### src/hw/rtl/rcf_pkg.sv
// rcf_pkg: shared types and constants for the relayed circuit credit block.
// Holds the transaction structs, command codes, poll bits and status codes.
// No dependencies.
`timescale 1ns / 1ps

package rcf_pkg;

  // Command codes carried in the cmd field
  localparam logic [3:0] CMD_DATA     = 4'd0;
  localparam logic [3:0] CMD_ACCEPT   = 4'd1;
  localparam logic [3:0] CMD_CREDIT   = 4'd2;
  localparam logic [3:0] CMD_CLOSED   = 4'd3;
  localparam logic [3:0] CMD_WRITABLE = 4'd4;
  localparam logic [3:0] CMD_READ     = 4'd5;
  localparam logic [3:0] CMD_WRITE    = 4'd6;
  localparam logic [3:0] CMD_SHUTDOWN = 4'd7;
  localparam logic [3:0] CMD_RELEASE  = 4'd8;

  // Poll event bits
  localparam logic [2:0] EV_NONE = 3'd0;
  localparam logic [2:0] EV_IN   = 3'd1;
  localparam logic [2:0] EV_OUT  = 3'd2;
  localparam logic [2:0] EV_ERR  = 3'd4;

  // Access status codes
  localparam logic [1:0] ST_OK     = 2'd0;
  localparam logic [1:0] ST_BLOCK  = 2'd1;
  localparam logic [1:0] ST_CLOSED = 2'd2;
  localparam logic [1:0] ST_ERROR  = 2'd3;

  localparam logic [31:0] DEFAULT_WINDOW        = 32'd65536;
  localparam logic [3:0]  PROTOCOL_ERROR_REASON = 4'd1;
  localparam logic [31:0] U32_MAX               = 32'hFFFF_FFFF;

  typedef struct packed {
    logic [3:0]  cmd;
    logic [31:0] amount;
    logic        orderly;
    logic [3:0]  reason_in;
    logic        want_write;
    logic        carrier_ok;
  } rcf_in_t;

  typedef struct packed {
    logic [2:0]  poll_events;
    logic [31:0] io_count;
    logic [1:0]  io_status;
    logic        grant_valid;
    logic [31:0] grant_bytes;
    logic        data_sent;
    logic        close_sent_now;
    logic [3:0]  close_reason;
    logic        release_notice;
  } rcf_out_t;

  // Circuit flags exported from the engine
  typedef struct packed {
    logic closed;
    logic released;
    logic credit_blocked;
    logic carrier_blocked;
  } rcf_status_t;

endpackage

### src/hw/rtl/rcf_engine.sv
// rcf_engine: circuit state, window and credit registers plus the event logic.
// Computes one result per fired transaction in a single pass.
// Depends on rcf_pkg.
`timescale 1ns / 1ps

module rcf_engine #(
  parameter int unsigned MAX_CHUNK     = 16384,
  parameter int unsigned GRANT_DIVISOR = 2
) (
  input  logic               clk_i,
  input  logic               rst_ni,
  input  logic               cfg_we_i,
  input  logic [31:0]        cfg_wdata_i,
  input  logic               fire_i,
  input  rcf_pkg::rcf_in_t   ev_i,
  output rcf_pkg::rcf_out_t  res_o,
  output rcf_pkg::rcf_status_t status_o
);
  import rcf_pkg::*;

  localparam int unsigned GD_W = $clog2(GRANT_DIVISOR + 1);
  localparam int unsigned PW   = 32 + GD_W;
  localparam logic [31:0] GD_M1 = 32'(GRANT_DIVISOR - 1);
  localparam logic [31:0] CHUNK = 32'(MAX_CHUNK);

  typedef enum logic [1:0] {
    CS_PENDING,
    CS_OPEN,
    CS_CLOSED
  } circ_state_e;

  circ_state_e state_q, state_d;
  logic [31:0] wnd_q, wthr_q;
  logic [31:0] inflight_q, inflight_d;
  logic [31:0] ungr_q, ungr_d;
  logic [31:0] credit_q, credit_d;
  logic        cblk_q, cblk_d;
  logic        kblk_q, kblk_d;
  logic        orderly_q, orderly_d;
  logic [3:0]  reason_q, reason_d;
  logic        csent_q, csent_d;
  logic        rel_q, rel_d;

  logic [31:0] cfg_wnd;
  logic [32:0] data_sum;
  logic [32:0] credit_sum;
  logic [31:0] rd_n;
  logic [32:0] ungr_sum;
  logic [31:0] ungr_sat;
  logic [PW-1:0] ungr_scaled;
  logic [31:0] budget;
  logic [31:0] taken;
  rcf_out_t    res;

  // Window 0 means the default; threshold form avoids a divider:
  // u >= W / D  <=>  D*u >= W - (D-1)
  assign cfg_wnd = (cfg_wdata_i == '0) ? DEFAULT_WINDOW : cfg_wdata_i;

  assign data_sum    = {1'b0, inflight_q} + {1'b0, ev_i.amount};
  assign credit_sum  = {1'b0, credit_q} + {1'b0, ev_i.amount};
  assign rd_n        = (ev_i.amount < inflight_q) ? ev_i.amount : inflight_q;
  assign ungr_sum    = {1'b0, ungr_q} + {1'b0, rd_n};
  assign ungr_sat    = ungr_sum[32] ? U32_MAX : ungr_sum[31:0];
  assign ungr_scaled = PW'(ungr_sat) * PW'(GRANT_DIVISOR);
  assign budget      = (credit_q < CHUNK) ? credit_q : CHUNK;
  assign taken       = (ev_i.amount < budget) ? ev_i.amount : budget;

  always_comb begin
    state_d    = state_q;
    inflight_d = inflight_q;
    ungr_d     = ungr_q;
    credit_d   = credit_q;
    cblk_d     = cblk_q;
    kblk_d     = kblk_q;
    orderly_d  = orderly_q;
    reason_d   = reason_q;
    csent_d    = csent_q;
    rel_d      = rel_q;
    res        = '0;

    case (ev_i.cmd)
      CMD_DATA: begin
        if (state_q != CS_CLOSED && ev_i.amount != '0) begin
          if (data_sum > {1'b0, wnd_q}) begin
            state_d         = CS_CLOSED;
            reason_d        = PROTOCOL_ERROR_REASON;
            orderly_d       = 1'b0;
            res.poll_events = EV_ERR;
          end else begin
            inflight_d      = data_sum[31:0];
            res.poll_events = EV_IN;
          end
        end
      end
      CMD_ACCEPT: begin
        if (state_q == CS_PENDING) begin
          state_d         = CS_OPEN;
          credit_d        = ev_i.amount;
          res.poll_events = EV_OUT;
        end
      end
      CMD_CREDIT: begin
        if (state_q != CS_CLOSED && ev_i.amount != '0) begin
          credit_d = credit_sum[32] ? U32_MAX : credit_sum[31:0];
          if (cblk_q) begin
            cblk_d = 1'b0;
            if (!kblk_q && ev_i.want_write && state_q == CS_OPEN) begin
              res.poll_events = EV_OUT;
            end
          end
        end
      end
      CMD_CLOSED: begin
        if (state_q != CS_CLOSED) begin
          state_d         = CS_CLOSED;
          reason_d        = ev_i.reason_in;
          orderly_d       = ev_i.orderly;
          res.poll_events = ev_i.orderly ? EV_IN : EV_ERR;
        end
      end
      CMD_WRITABLE: begin
        if (kblk_q) begin
          kblk_d = 1'b0;
          if (!cblk_q && ev_i.want_write && state_q == CS_OPEN) begin
            res.poll_events = EV_OUT;
          end
        end
      end
      CMD_READ: begin
        if (rd_n != '0) begin
          inflight_d   = inflight_q - rd_n;
          ungr_d       = ungr_sat;
          res.io_count = rd_n;
          if (state_q != CS_CLOSED && ungr_scaled >= PW'(wthr_q)) begin
            res.grant_valid = 1'b1;
            res.grant_bytes = ungr_sat;
            ungr_d          = '0;
          end
        end else if (state_q == CS_CLOSED) begin
          res.io_status = orderly_q ? ST_CLOSED : ST_ERROR;
        end else begin
          res.io_status = ST_BLOCK;
        end
      end
      CMD_WRITE: begin
        if (state_q == CS_CLOSED) begin
          res.io_status = ST_ERROR;
        end else if (state_q != CS_OPEN || cblk_q || kblk_q) begin
          res.io_status = ST_BLOCK;
        end else if (budget == '0) begin
          cblk_d        = 1'b1;
          res.io_status = ST_BLOCK;
        end else if (taken == '0) begin
          res.io_status = ST_BLOCK;
        end else begin
          credit_d      = credit_q - taken;
          res.data_sent = 1'b1;
          res.io_count  = taken;
          if (!ev_i.carrier_ok) begin
            kblk_d = 1'b1;
          end
        end
      end
      CMD_SHUTDOWN: begin
        if (!csent_q) begin
          csent_d            = 1'b1;
          res.close_sent_now = 1'b1;
        end
        if (state_q != CS_CLOSED) begin
          state_d   = CS_CLOSED;
          reason_d  = ev_i.reason_in;
          orderly_d = 1'b0;
        end
      end
      CMD_RELEASE: begin
        if (!rel_q) begin
          rel_d              = 1'b1;
          state_d            = CS_CLOSED;
          res.release_notice = 1'b1;
        end
      end
      default: begin
      end
    endcase

    res.close_reason = reason_d;
  end

  always_ff @(posedge clk_i or negedge rst_ni) begin
    if (!rst_ni) begin
      state_q    <= CS_PENDING;
      wnd_q      <= DEFAULT_WINDOW;
      wthr_q     <= DEFAULT_WINDOW - GD_M1;
      inflight_q <= '0;
      ungr_q     <= '0;
      credit_q   <= '0;
      cblk_q     <= 1'b0;
      kblk_q     <= 1'b0;
      orderly_q  <= 1'b0;
      reason_q   <= '0;
      csent_q    <= 1'b0;
      rel_q      <= 1'b0;
    end else begin
      if (cfg_we_i) begin
        wnd_q  <= cfg_wnd;
        wthr_q <= (cfg_wnd > GD_M1) ? (cfg_wnd - GD_M1) : '0;
      end
      if (fire_i) begin
        state_q    <= state_d;
        inflight_q <= inflight_d;
        ungr_q     <= ungr_d;
        credit_q   <= credit_d;
        cblk_q     <= cblk_d;
        kblk_q     <= kblk_d;
        orderly_q  <= orderly_d;
        reason_q   <= reason_d;
        csent_q    <= csent_d;
        rel_q      <= rel_d;
      end
    end
  end

  assign res_o = res;

  assign status_o.closed          = (state_q == CS_CLOSED);
  assign status_o.released        = rel_q;
  assign status_o.credit_blocked  = cblk_q;
  assign status_o.carrier_blocked = kblk_q;

endmodule

### src/hw/rtl/relay_circuit_credit_flow.sv
// relay_circuit_credit_flow: top level of the relayed circuit credit block.
// Input register, event engine and result register; uses rcf_pkg, rcf_engine.
// Handshakes are valid/stall on both sides; one config register.
`timescale 1ns / 1ps

// One relayed circuit with credit flow control in both directions. Every
// input transaction is one event (data arrival, accept, credit, close, carrier
// writable, read, write, shutdown, release) and produces exactly one result
// transaction. An event is held in an input register, evaluated in one pass
// of short logic against the circuit registers, and the result is captured in
// an output register; the state update happens in the same cycle the result
// is captured. Throughput is one transaction per clock while the downstream
// side does not stall, set by the single evaluation pass; the input register
// feeds the result register, and a downstream stall can hold the event in
// either. While the result register holds an untaken result and the
// downstream side stalls, the input register can still take one more
// transaction, so the upstream side sees stall only when both are full.
// The receive window (cfg_wdata_i, 0 selects 65536) is written with cfg_we_i
// while no transaction is in flight; it takes effect on the next cycle.
// Credit is granted back once ungranted bytes reach window / GRANT_DIVISOR;
// a write moves at most MAX_CHUNK bytes.
module relay_circuit_credit_flow #(
  parameter int unsigned MAX_CHUNK     = 16384,
  parameter int unsigned GRANT_DIVISOR = 2
) (
  input  logic              clk_i,
  input  logic              rst_ni,
  input  logic              cfg_we_i,
  input  logic [31:0]       cfg_wdata_i,
  input  logic              in_valid_i,
  output logic              in_stall_o,
  input  rcf_pkg::rcf_in_t  in_data_i,
  output logic              out_valid_o,
  input  logic              out_stall_i,
  output rcf_pkg::rcf_out_t out_data_o
);
  import rcf_pkg::*;

  logic        s1_valid_q, s1_valid_d;
  rcf_in_t     s1_data_q;
  logic        out_valid_q, out_valid_d;
  rcf_out_t    out_data_q;
  logic        out_free;
  logic        fire;
  logic        in_take;
  rcf_out_t    res;
  rcf_status_t status;

  // Result register can load when empty or being drained this cycle
  assign out_free   = !out_valid_q || !out_stall_i;
  // Advance the held transaction into the result register
  assign fire       = s1_valid_q && out_free;
  // Hold off upstream only while the input register cannot move
  assign in_stall_o = s1_valid_q && !out_free;
  assign in_take    = in_valid_i && !in_stall_o;

  always_comb begin
    s1_valid_d = s1_valid_q;
    if (in_take) begin
      s1_valid_d = 1'b1;
    end else if (fire) begin
      s1_valid_d = 1'b0;
    end

    out_valid_d = out_valid_q;
    if (fire) begin
      out_valid_d = 1'b1;
    end else if (!out_stall_i) begin
      out_valid_d = 1'b0;
    end
  end

  rcf_engine #(
    .MAX_CHUNK     (MAX_CHUNK),
    .GRANT_DIVISOR (GRANT_DIVISOR)
  ) u_engine (
    .clk_i       (clk_i),
    .rst_ni      (rst_ni),
    .cfg_we_i    (cfg_we_i),
    .cfg_wdata_i (cfg_wdata_i),
    .fire_i      (fire),
    .ev_i        (s1_data_q),
    .res_o       (res),
    .status_o    (status)
  );

  always_ff @(posedge clk_i or negedge rst_ni) begin
    if (!rst_ni) begin
      s1_valid_q  <= 1'b0;
      out_valid_q <= 1'b0;
    end else begin
      s1_valid_q  <= s1_valid_d;
      out_valid_q <= out_valid_d;
    end
  end

  // Payload registers: load on handshake, otherwise hold
  always_ff @(posedge clk_i) begin
    if (in_take) begin
      s1_data_q <= in_data_i;
    end
    if (fire) begin
      out_data_q <= res;
    end
  end

  assign out_valid_o = out_valid_q;
  assign out_data_o  = out_data_q;

  // A released circuit stays closed
  a_release_closed : assert property (@(posedge clk_i) disable iff (!rst_ni)
    status.released |-> status.closed)
    else $error("released circuit not closed");

  // Upstream is stalled only when a transaction is held
  a_stall_held : assert property (@(posedge clk_i) disable iff (!rst_ni)
    in_stall_o |-> (s1_valid_q && out_valid_q))
    else $error("input stalled with free slot");

  // A grant amount appears only with a grant
  a_grant_zero : assert property (@(posedge clk_i) disable iff (!rst_ni)
    (out_valid_o && !out_data_o.grant_valid) |-> (out_data_o.grant_bytes == '0))
    else $error("grant bytes without grant");

  // A sent chunk is non-empty, within the chunk limit and reported ok
  a_chunk_bound : assert property (@(posedge clk_i) disable iff (!rst_ni)
    (out_valid_o && out_data_o.data_sent) |->
      (out_data_o.io_status == ST_OK && out_data_o.io_count != '0 &&
       out_data_o.io_count <= 32'(MAX_CHUNK)))
    else $error("bad data chunk");

  // Each fired transaction shows up as a valid result on the next cycle
  a_fire_result : assert property (@(posedge clk_i) disable iff (!rst_ni)
    fire |=> out_valid_o)
    else $error("fired transaction lost");

endmodule

### config.mk
export PLATFORM = sky130hd
export DESIGN_NAME = relay_circuit_credit_flow
export DESIGN_NICKNAME = d
export VERILOG_FILES = /design/src/hw/rtl/rcf_pkg.sv /design/src/hw/rtl/rcf_engine.sv /design/src/hw/rtl/relay_circuit_credit_flow.sv
export SDC_FILE = /design/constraint.sdc
export NUM_CORES = 1
export LEC_CHECK = 0
export BUFFER_PORTS_ARGS = -buffer_cell sky130_fd_sc_hd__buf_2
export CORE_ASPECT_RATIO = 0.9
export CORE_MARGIN = 1
export CORE_UTILIZATION = 58
export CTS_BUF_LIST = sky130_fd_sc_hd__clkbuf_2 sky130_fd_sc_hd__clkbuf_4 sky130_fd_sc_hd__clkbuf_8
export DETAILED_ROUTE_END_ITERATION = 6
export PLACE_DENSITY = 0.87
export SETUP_SLACK_MARGIN = 0.2
export SKIP_LAST_GASP = 1
export SYNTH_ARGS = -nofsm -noshare
export SYNTH_HDL_FRONTEND = slang
export SYNTH_SLANG_ARGS = --single-unit
### constraint.sdc
create_clock -name clk_i -period 7.8 [get_ports clk_i]
set_input_delay 1.56 -clock clk_i [delete_from_list [all_inputs] [get_ports clk_i]]
set_output_delay 1.56 -clock clk_i [all_outputs]
set_load 0.01 [all_outputs]
; ---- Word-level counts from Yosys, hierarchy flattened
; Index checks and enable logic that the tools add are counted.
[classes]
eq_ne = 29
n_addsub = 6
reduce_logical = 45
n_mux = 77
magnitude_cmp = 6
n_bitwise = 1
[ops]
columns = cell, count
row1 = $mux W32, 22
row2 = $add A32 B32 Y33, 3
row3 = $logic_not A32 Y1, 3
row4 = $pmux W32 S3, 1
row5 = $pmux W34 S2, 1
row6 = $lt A32 B32 Y1, 2
row7 = $pmux W32 S2, 1
row8 = $reduce_bool A32 Y1, 2
row9 = $sub A32 B32 Y32, 2
row10 = $ge A33 B32 Y1, 1
row11 = $gt A33 B32 Y1, 1
row12 = $mux W33, 1
row13 = $gt A32 B1 Y1 const B, 1
row14 = $lt A32 B15 Y1 const B, 1
row15 = $sub A32 B1 Y32 const B, 1
row16 = $mux W2, 13
row17 = $mux W1, 22
row18 = $ne A2 B1 Y1 const B, 11
row19 = $mux W3, 7
row20 = $eq A4 B3 Y1 const B, 4
row21 = $ne A2 B2 Y1 const B, 8
row22 = $pmux W3 S5, 1
row23 = $reduce_and A7 Y1, 2
row24 = $mux W4, 3
row25 = 25 further kinds, 50
[word_totals]
regBits = 293
wordCells = 193
output_inout_bits = 79
in_bits = 80

; ---- Logic depth before layout (Yosys ltp)
; Gate-level depths: netlist (run 1).
[depth]
ltp_word = 10
ltp_mapped = 37
mapped_depth_nobuf = 31

; ---- Modules after synthesis
; Synthesis (run 1) repeated with hierarchy kept, for this count alone.
[unflattened]
hier_cells = 2766
area_unflattened_um2 = 24245.8
[modules_own_cells]
columns = mod, area_per_inst_um2, seq_area_each_um2, cells_per_inst, n_inst
row1 = rcf_engine, 20549.7, 4300.4, 2638, 1
row2 = relay_circuit_credit_flow, 3696.0, 3653.5, 128, 1

; ---- Worst setup path after synthesis (run 1)
; No wires, ideal clock.
[synth_timing]
kind = reg-to-reg
startpoint = register s1_data_q[25] in the netlist's numbering
endpoint = register out_data_q, in the netlist out_data_o[11] (data pin)
setup_time_ns = 0.255
t_required_ns = 7.545
path_buffers = 6
slack_ns = 0.485
synth_period_minus_slack_ns = 7.315
stages_incl_launch_ff = 33
t_arrival_ns = 7.060
path_cell_list = edfxtp_1 ha_1 clkbuf_1 inv_1 o21bai_1 a2111oi_0 o221ai_1 nor3_1 buf_4 buf_1 mux2i_1 inv_1 ha_1 a211oi_1 or4b_1 or3b_4 a21oi_4 o21a_4 o21ai_2 clkbuf_1 nor2_1 inv_1 ha_1 a21o_1 a21o_1 a221oi_1 o21ai_0 a21oi_1 o31ai_1 o31a_1 buf_6 clkbuf_1 and3_1
[synth_between]
elab_chain_cells = 7
word_cells_on_any_way = 8
cone_classes = add/sub (1) / order compare (2) / mux (2) / reduce/logical (3)
[synth_rtl]
columns = element, line
row1 = start: declaration, relay_circuit_credit_flow.sv:40  ; rcf_in_t s1_data_q;
row2 = start signal: assignment, relay_circuit_credit_flow.sv:100  ; s1_data_q <= in_data_i;
row3 = $lt A32 B32 Y1, rcf_engine.sv:61  ; assign rd_n = (ev_i.amount < inflight_q) ? ev_i.amount : inflight_q;
row4 = $mux W32 *, rcf_engine.sv:61
row5 = $add A32 B32 Y33 *, rcf_engine.sv:62  ; assign ungr_sum = {1'b0, ungr_q} + {1'b0, rd_n};
row6 = $mux W32 *, rcf_engine.sv:63  ; assign ungr_sat = ungr_sum[32] ? U32_MAX : ungr_sum[31:0];
row7 = via u_engine.ungr_sat[21], rcf_engine.sv:49  ; logic [31:0] ungr_sat;
row8 = $ge A33 B32 Y1 *, rcf_engine.sv:134  ; if (state_q != CS_CLOSED && ungr_scaled >= PW'(wthr_q)) begin
row9 = $logic_and A1 B1 Y1 *, rcf_engine.sv:134
row10 = $reduce_and A3 Y1 (no line) *, --
row11 = end signal: assignment, relay_circuit_credit_flow.sv:103  ; out_data_q <= res;
row12 = end: declaration, relay_circuit_credit_flow.sv:42  ; rcf_out_t out_data_q;
; Mark *: on every way through the listed nets, which the timed path passes. The rest lies on a longest branch.
; A chain may end at the register's enable or synchronous reset.

; ---- Final worst setup path (run 1)
[layout_timing]
startpoint = register u_engine.inflight_q[30]
endpoint = register u_engine.ungr_q[6]
[layout_between]
elab_chain_cells = 7
word_cells_on_any_way = 9
cone_classes = add/sub (1) / order compare (2) / mux (3) / reduce/logical (3)
[layout_rtl]
columns = element, line
row1 = start: declaration, rcf_engine.sv:34  ; logic [31:0] inflight_q, inflight_d;
row2 = start signal: assignment, rcf_engine.sv:210  ; inflight_q <= inflight_d;
row3 = $lt A32 B32 Y1, rcf_engine.sv:61
row4 = $mux W32 *, rcf_engine.sv:61
row5 = $add A32 B32 Y33 *, rcf_engine.sv:62
row6 = $mux W32 *, rcf_engine.sv:63
row7 = via u_engine.ungr_sat[15], rcf_engine.sv:49
row8 = $ge A33 B32 Y1 *, rcf_engine.sv:134
row9 = $logic_and A1 B1 Y1 *, rcf_engine.sv:134
row10 = $mux W32 *, rcf_engine.sv:134
row11 = end signal: assignment, rcf_engine.sv:211  ; ungr_q <= ungr_d;
row12 = end: declaration, rcf_engine.sv:35  ; logic [31:0] ungr_q, ungr_d;
; Marked as above.

==> summary.md, run 1 <==
| Metric | Value |
|---|---|
| Setup repair after global routing missed its margin | false |
| Endpoint required time on the critical path | 8.33 ns |
| Buffer and inverter count on the worst path | 9 |
| Register-to-register setup slack | 0.31 ns |
| Met3 Usage GRT | 0.09457 |
| Final worst setup slack | 0.3078 ns |
| Rel. slew slack | 0.2041 |
| Global-route wire length before repair | 126.7 mm |
| Max FO, Critical Path | 15 |
| Count of clock tree sinks | 293 |
| Final Net Count | 3444 |
| Status | completed |
| Synthesis warning total | 0 |
| Critical path class | flip-flop to flip-flop |
| Switching power share of the total | 0.5052 |
| Clock Power Share | 0.120 |
| Total core area | 40900 sq um |
| Leakage power total | 12.55 nW |
| Routed vias/inst | 6.497 |
| Class of the most critical hold timing path | flip-flop to flip-flop |
| Net switching power | 0.006303 W |
| Number of global-route vias before repair | 22674 |
| Count of cells along the worst hold path | 2 |
| Count of cell types in the netlist | 86 |
| Share of final-layout standard cells stronger than drive strength 1 | 0.1746 |
| Combinational power share | 0.701 |
| Global-route met2 utilization | 0.5787 |
| # IOs | 159 |
| CTS Buffer Depth | 3 |
| Number of cells on the worst reg-to-reg path | 33 |
| Global Route Usage Sum | 0.3847 |
| Cell class contributing the biggest share of worst-path delay | compound AO/OA/AOI/OAI gates |
| Most area-consuming cells after synthesis | dfrtp_1, edfxtp_1, ha_1, a21oi_1, o21ai_0 |
| # setup viols final | 0 |
| Max-cap violation count | 0 |
| Post-Syn Instances | 2792 |
| Endpoint of the worst hold path | u_engine.ungr_q[30] |
| Part of the Yosys area used for sequential elements | 0.3284 |
| Worst vdd ir | 394.9 uV |
| Clock buffer count from CTS | 51 |
| TritonRoute pass-1 iters | 7 |
| WL final | 83.88 mm |
| Startpoint kind of the worst setup timing path | flip-flop |
| Register bit total from synthesis | 293 |
| Chip width | 217.4 um |
| Biggest area consumer among synthesized cells | dfrtp_1 |
| Number of hold violations in the final report | 0 |
| Starting Density | 0.5921 |
| Number of flops mapped to enable cells by yosys | 120 |
| Arrival time at the worst endpoint | 8.03 ns |
| Vias | 23766 |
| Synth Area per Inst | 8.675 sq um |
| Initial antenna violation count | 5 |
| Worst reg2reg startpoint | u_engine.inflight_q[30] |
| Post-CTS Hold Fix Bufs | 0 |
| Layout Skew | 0.04649 ns |
| Worst setup EP type | flip-flop |
| Avg WL per Cell | 22.93 um |
| Instance count after placement with tap cells included | 3527 |
| Cell with the largest stage delay on the worst path | or4b_1 |
| Number of port buffers | 158 |
| Initial drt markers | 2636 |
| Fraction of synthesized cell area taken by the top area cell type | 0.1612 |
| Dpl hpwl | 63.25 mm |
| Upper clock frequency limit | 133.5 MHz |
| Final period demand of the worst path | 7.492 ns |
| Routing layer with the top usage in global route | met2 |
| Netlist area before placement | 24220 sq um |
| DRT antenna net count | 0 |
| PwrDens | 444.7 nW/um^2 |
| Top FF cell, synth | dfrtp_1 |
| Clock-pin transition on the worst setup and hold timing paths | 0.07 ns |
| Hold Startpoint | u_engine.ungr_q[30] |
| Master cell of the clock root buffer | clkbuf_8 |
| Gpl congestion | 1.014 |
| Post-layout total power | 0.01248 W |
| Final cell count without fillers | 3658 |
| Pin slew with the least headroom to its limit | 1.193 ns |
| Pins Over Slew Limit | 0 |
| Post-route DRC violation count | 0 |
| Power Internal | 0.006173 W |
| Pin count of the biggest net entering global routing | 96 |
| Die outline area | 42580 sq um |
| Placement row count | 70 |
| Clock insertion delay at the later pin of the skew report | 0.66 ns |
| Filler cell count | 3245 |
| Reg-to-reg critical path endpoint | u_engine.ungr_q[6] |
| Area Growth Syn to Fin | 15.83% |
| Final period utilization | 0.9605 |
| Met1 Resource Use GR | 0.5204 |
| H-tree level count | 2 |
| Fraction of synthesis flops using an asynchronous set or reset pin | 0.5904 |
| Post-Place Worst Slack | -0.1797 ns |
| Clock tree from TritonCTS | built |
| Max incr delay on CP | 0.48 ns |
| Reg power frac | 0.179 |
| Height of the die | 195.9 um |
| Overflow left after global routing | 0 |
per-stage QoR:
| stage | hold slack (ns) | area (sq um) | TNS [ns] | utilization |
|---|---|---|---|---|
| finish | 0.4944 | 28050 | 0 | 0.6859 |
| floorplan | 0.4377 | 24280 | 0 | - |
| global route | 0.5060 | 28050 | 0 | 0.6858 |
| detailed placement | 0.4764 | 26320 | -5.780 | 0.6436 |
| global placement | 0.4537 | 26320 | 0 | 0.6436 |
| CTS | 0.4957 | 27470 | 0 | 0.6715 |
registers in the layout, summed over array words and instances (netlist names), 2 cells and up:
name / cells
u_engine.inflight_q: 32
out_data_o: 77
u_engine.ungr_q: 32
u_engine.wthr_q: 32
u_engine.credit_q: 32
u_engine.reason_q: 4
s1_data_q: 43
u_engine.wnd_q: 32
u_engine.state_q: 2
cell type report:
cell class	count	area [sq um]	area share
antenna	2	5.005	0.0001784
clock buffer	81	983.4	0.03505
clock inverter	15	72.57	0.002587
inverter	228	857.1	0.03055
multi-input combinational	2191	15440	0.5504
sequential	293	7966	0.2840
tap	540	675.6	0.02408
timing repair buffer	308	2053	0.07319
cells by family after synthesis:
group                    after synthesis  share of synthesized area
XOR/XNOR                             149                    0.05388
multiplexers                          35                    0.01462
other                                  1                  0.0001548
AO/OA/AOI/OAI                        876                     0.2389
adder cells (fa/ha/maj)              291                     0.1519
AND/OR/NAND/NOR                      821                     0.1591
buffers and inverters                326                    0.05300
flip-flops                           293                     0.3284
repair_timing:
item                                    CTS  global route
gates cloned                              1             6
pin swaps                                 4            16
setup buffers                             3            23
endpoints found under the setup margin   63            66
gates resized for setup                  14            75
cells in the mapped netlist, types with 30 or more instances:
cell	count
nand4_1	38
mux2i_1	32
o21a_1	32
clkbuf_1	71
ha_1	286
a211oi_1	40
o22ai_1	49
a21oi_1	219
a31oi_1	31
edfxtp_1	120
nor4_1	43
nand2b_1	30
nand2_1	246
nor3_1	55
inv_1	226
and3_1	44
xor2_1	43
nand3_1	43
a21o_1	67
nor2_1	241
dfrtp_1	156
xnor2_1	106
o21ai_0	192
cell usage in the layout, fill, tap and decap left out, types with 11 or more instances in the layout:
master,instances
xor2_1,43
nor2_1,228
xnor2_1,106
a221oi_1,22
conb_1,17
nand2b_1,30
a21o_1,67
buf_4,140
o22ai_1,49
o21a_1,30
a211oi_1,34
or3_1,11
o21ai_1,14
buf_2,157
nor2_2,11
clkbuf_4,21
nor2b_1,21
nand2_1,246
a21oi_1,214
dfstp_2,17
a31oi_1,31
and3_1,44
o21bai_1,26
nand3_1,41
inv_1,224
nor4_1,41
o31ai_1,17
ha_1,275
edfxtp_1,120
clkbuf_8,60
nand4_1,38
dfrtp_1,146
o21ai_0,184
nor3_1,52
mux2i_1,25
o31ai_2,27
and2_1,11
o211ai_1,26
power groups by stage:
stage                     sequential, W  combinational [W]  clock, W
after CTS                       0.00221            0.00810   0.00151
after floorplan                 0.00217            0.00561         0
final                           0.00223            0.00874   0.00150
after global placement          0.00223            0.00777         0
after global routing            0.00225            0.00950   0.00157
after detailed placement        0.00224            0.00792         0
worst max path at each step:
stage / cells after the start / startpoint / to
2_1_floorplan: 32 / s1_data_q[25] / out_data_o[11]
3_3_place_gp: 33 / u_engine.inflight_q[18] / out_data_o[16]
3_5_place_dp: 33 / u_engine.inflight_q[18] / out_data_o[9]
4_1_cts: 29 / u_engine.inflight_q[18] / out_data_o[23]
5_1_grt: 31 / u_engine.inflight_q[30] / u_engine.ungr_q[29]
6_report: 33 / u_engine.inflight_q[30] / u_engine.ungr_q[6]
worst reg2reg max path: cells and delay by family, from the launching register on:
| family | cells | cell delay, ns |
|---|---|---|
| AO/OA/AOI/OAI | 12 | 2.56 |
| AND/OR/NAND/NOR | 8 | 1.90 |
| buffers and inverters | 9 | 1.30 |
| adder cells (fa/ha/maj) | 3 | 0.96 |
| flip-flops | 1 | 0.45 |
| multiplexers | 1 | 0.18 |
metal layers:
layer	vias to the layer above	share of wire
met5	-	0.00066
met4	8	0.044
met3	250	0.11
met2	1323	0.43
met1	11380	0.42
li1	10805	-
Power figures use the tool's default switching activity.
==> run 2, diff against run 1 <==
- ABC_AREA: default -> 1
- CELL_PAD_IN_SITES_DETAIL_PLACEMENT: default -> 0
- CELL_PAD_IN_SITES_GLOBAL_PLACEMENT: default -> 1
- CORE_UTILIZATION: 58 -> 43
==> summary.md, run 2 <==
| Metric | Value |
|---|---|
| Area Growth Syn to Fin | 12.49% (was 15.83%) |
| Instance count after placement with tap cells included | 4425 (was 3527) |
| Fraction of synthesis flops using an asynchronous set or reset pin | 0.5904 (unchanged) |
| Max FFs per register | 77 (unchanged) |
| Net switching power | 0.006911 W (was 0.006303 W) |
| Power Internal | 0.006125 W (was 0.006173 W) |
| Count of cell types in the netlist | 59 (was 86) |
| Starting Density | 0.4358 (was 0.5921) |
| Initial drt markers | 2060 (was 2636) |
| PwrDens | 454.3 nW/um^2 (was 444.7 nW/um^2) |
| Top post-synthesis cells by count | nand2_1, inv_1, nor2_1 (was ha_1, nand2_1, nor2_1) |
| Filler cell count | 5897 (was 3245) |
| Biggest area consumer among synthesized cells | dfrtp_1 (unchanged) |
| Number of flops mapped to enable cells by yosys | 120 (unchanged) |
| Layout Skew | 0.03471 ns (was 0.04649 ns) |
| Pin count of the biggest net entering global routing | 84 (was 96) |
| Final cell count without fillers | 4530 (was 3658) |
| Most frequent standard cell in the layout excluding fill and tap cells | nand2_1 (was ha_1) |
| Top FF cell, synth | dfrtp_1 (unchanged) |
| Status | completed (unchanged) |
| Vias | 24300 (was 23766) |
| Pin slew with the least headroom to its limit | 1.208 ns (was 1.193 ns) |
| Max FO, Critical Path | 32 (was 15) |
| Max-cap violation count | 0 (unchanged) |
| Switching power share of the total | 0.5301 (was 0.5052) |
| Total core area | 58540 sq um (was 40900 sq um) |
| Timing startpoint of the critical path | s1_data_q[7] (was u_engine.inflight_q[30]) |
| Max incr delay on CP | 0.49 ns (was 0.48 ns) |
| CTS Buffer Depth | 3 (unchanged) |
| Pins Over Slew Limit | 0 (unchanged) |
| Avg WL per Cell | 18.58 um (was 22.93 um) |
| Count leader, synth | nand2_1 (was ha_1) |
| Endpoint of the worst hold path | u_engine.rel_q (was u_engine.ungr_q[30]) |
| Clock tree from TritonCTS | built (unchanged) |
| Number of port buffers | 158 (unchanged) |
| Fraction of synthesized cell area taken by the top area cell type | 0.1530 (was 0.1612) |
| Count of cells along the worst hold path | 2 (unchanged) |
| Post-Syn Instances | 3502 (was 2792) |
| Most flops, register | out_data_o (unchanged) |
| Synthesis warning total | 0 (unchanged) |
| Worst vdd ir | 225.6 uV (was 394.9 uV) |
| Startpoint kind of the worst setup timing path | flip-flop (unchanged) |
| Netlist area before placement | 25510 sq um (was 24220 sq um) |
| Gpl congestion | 0.9652 (was 1.014) |
| Worst setup EP type | flip-flop (unchanged) |
| # setup viols final | 0 (unchanged) |
| DRT antenna net count | 0 (unchanged) |
| Setup TNS | 0 ns (unchanged) |
| Leakage power total | 14.38 nW (was 12.55 nW) |
| Area of placed instances | 27380 sq um (was 26320 sq um) |
| Reg-to-reg critical path endpoint | out_data_o[30] (was u_engine.ungr_q[6]) |
| Arrival time at the worst endpoint | 7.47 ns (was 8.03 ns) |
| Reg power frac | 0.174 (was 0.179) |
| Register bit total from synthesis | 293 (unchanged) |
| Share of final-layout standard cells stronger than drive strength 1 | 0.1118 (was 0.1746) |
| Rel. slew slack | 0.1888 (was 0.2041) |
| Clock Power Share | 0.134 (was 0.120) |
| Number of hold violations in the final report | 0 (unchanged) |
| Master cell of the clock root buffer | clkbuf_8 (unchanged) |
| Setup repair after global routing missed its margin | false (unchanged) |
| Global Route Usage Sum | 0.2752 (was 0.3847) |
| Critical Path Most Common Cell | nand2_1 |
| Upper clock frequency limit | 141.5 MHz (was 133.5 MHz) |
| Count of antenna diodes in the layout | 0 (was 2) |
| TritonRoute pass-1 iters | 6 (was 7) |
| Combinational power share | 0.692 (was 0.701) |
| Die outline area | 60300 sq um (was 42580 sq um) |
| Final Net Count | 4081 (was 3444) |
| Count of clock tree sinks | 293 (unchanged) |
| Height of the die | 233.1 um (was 195.9 um) |
| Routed vias/inst | 5.364 (was 6.497) |
| Post-route DRC violation count | 0 (unchanged) |
| Global-route wire length before repair | 128.9 mm (was 126.7 mm) |
| Clock-pin transition on the worst setup and hold timing paths | 0.06 ns (was 0.07 ns) |
| WL final | 84.17 mm (was 83.88 mm) |
| Placement row count | 84 (was 70) |
| Overflow left after global routing | 0 (unchanged) |
| Most area-consuming cells after synthesis | dfrtp_1, edfxtp_1, ha_1, nand2_1, inv_1 (was dfrtp_1, edfxtp_1, ha_1, a21oi_1, o21ai_0) |
| Initial antenna violation count | 0 (was 5) |
| Critical path class | flip-flop to flip-flop (unchanged) |
| Chip width | 258.7 um (was 217.4 um) |
| Class of the most critical hold timing path | flip-flop to flip-flop (unchanged) |
| Clock insertion delay at the later pin of the skew report | 0.68 ns (was 0.66 ns) |
| Dpl hpwl | 66.43 mm (was 63.25 mm) |
| Register-to-register setup slack | 0.73 ns (was 0.31 ns) |
| Post-layout total power | 0.01304 W (was 0.01248 W) |
| Post-CTS Hold Fix Bufs | 0 (unchanged) |
| Part of the Yosys area used for sequential elements | 0.3118 (was 0.3284) |
| Number of global-route vias before repair | 22707 (was 22674) |
| Clock buffer count from CTS | 56 (was 51) |
| Most used cells in the layout excluding fill and tap cells | nand2_1, inv_1, nor2_1 (was ha_1, nand2_1, nor2_1) |
| Synth Area per Inst | 7.284 sq um (was 8.675 sq um) |
| Number of cells on the worst reg-to-reg path | 51 (was 33) |
| Hold Startpoint | u_engine.rel_q (was u_engine.ungr_q[30]) |
| Final period utilization | 0.9061 (was 0.9605) |
| Final period demand of the worst path | 7.067 ns (was 7.492 ns) |
| Cell with the largest stage delay on the worst path | edfxtp_1 (was or4b_1) |
| Endpoint required time on the critical path | 8.21 ns (was 8.33 ns) |
| Area of all placed cells without fillers | 28700 sq um (was 28050 sq um) |
| H-tree level count | 2 (unchanged) |
| Largest registers ranked by flip-flop count | out_data_o: 77 flops, s1_data_q: 43 flops (unchanged) |
| # IOs | 159 (unchanged) |
| Worst reg2reg startpoint | s1_data_q[7] (was u_engine.inflight_q[30]) |
-- run 2: worst max-delay path by stage --
stage | slack, ns | cells after the start | endpoint
after floorplan | 0.86 | 11 | u_engine.inflight_q[20]
after global placement | 0.36 | 49 | out_data_o[10]
after detailed placement | 0.32 | 51 | out_data_o[11]
after CTS | 0.27 | 51 | out_data_o[30]
after global routing | 0.18 | 48 | out_data_o[33]
final | 0.73 | 51 | out_data_o[30]
-- run 2: layer usage --
metal / up-vias / GRT usage / routed length [um]
met5: - / 0 / 0
met4: 0 / 0.1050 / 3027
li1: 12170 / - / -
met2: 785 / 0.4296 / 36990
met1: 11190 / 0.3828 / 38500
met3: 155 / 0.04080 / 5646
-- run 2: cells by family after synthesis --
family                   after synthesis  synth area share
XOR/XNOR                             118           0.04051
AND/OR/NAND/NOR                     1420            0.2331
flip-flops                           293            0.3118
other                                  1         0.0001470
buffers and inverters                604           0.09398
adder cells (fa/ha/maj)              291            0.1442
AO/OA/AOI/OAI                        775            0.1763
-- run 2: critical path, delay by kind of cell (launching register included) --
kind / cells / cell delay [ns]
AO/OA/AOI/OAI: 13 / 1.89
adder cells (fa/ha/maj): 4 / 0.93
buffers and inverters: 9 / 1.22
flip-flops: 1 / 0.49
AND/OR/NAND/NOR: 25 / 2.25
-- run 2: stage by stage --
step / worst slack, ns / utilization / hold WS, ns
floorplan: 0.8558 / - / 0.4326
global placement: 0.3593 / 0.4678 / 0.4478
detailed placement: 0.3176 / 0.4678 / 0.4572
CTS: 0.2652 / 0.4889 / 0.4705
global route: 0.1763 / 0.4902 / 0.4778
finish: 0.7325 / 0.4902 / 0.4669
-- run 2: cell type report --
type / count / area, sq um / area share
multi-input combinational: 2621 / 15290 / 0.5327
sequential: 293 / 7955 / 0.2772
inverter: 520 / 1956 / 0.06815
timing repair buffer: 218 / 1291 / 0.04500
tap: 774 / 968.4 / 0.03375
clock buffer: 71 / 914.6 / 0.03187
clock inverter: 33 / 324.1 / 0.01129
-- run 2: power groups by stage --
stage          Sequential (W)  Clock, W  Combinational (W)
2_1_floorplan         0.00223         0            0.00649
3_3_place_gp          0.00229         0            0.00877
6_report              0.00227   0.00174            0.00903
4_1_cts               0.00227   0.00178            0.00886
5_1_grt               0.00230   0.00184             0.0102
3_5_place_dp          0.00229         0            0.00880
-- run 2: what timing repair did --
item,CTS,global route
hold endpoints to repair,0,0
setup endpoints to repair,0,64
resized for setup,0,14
setup buffers,0,1
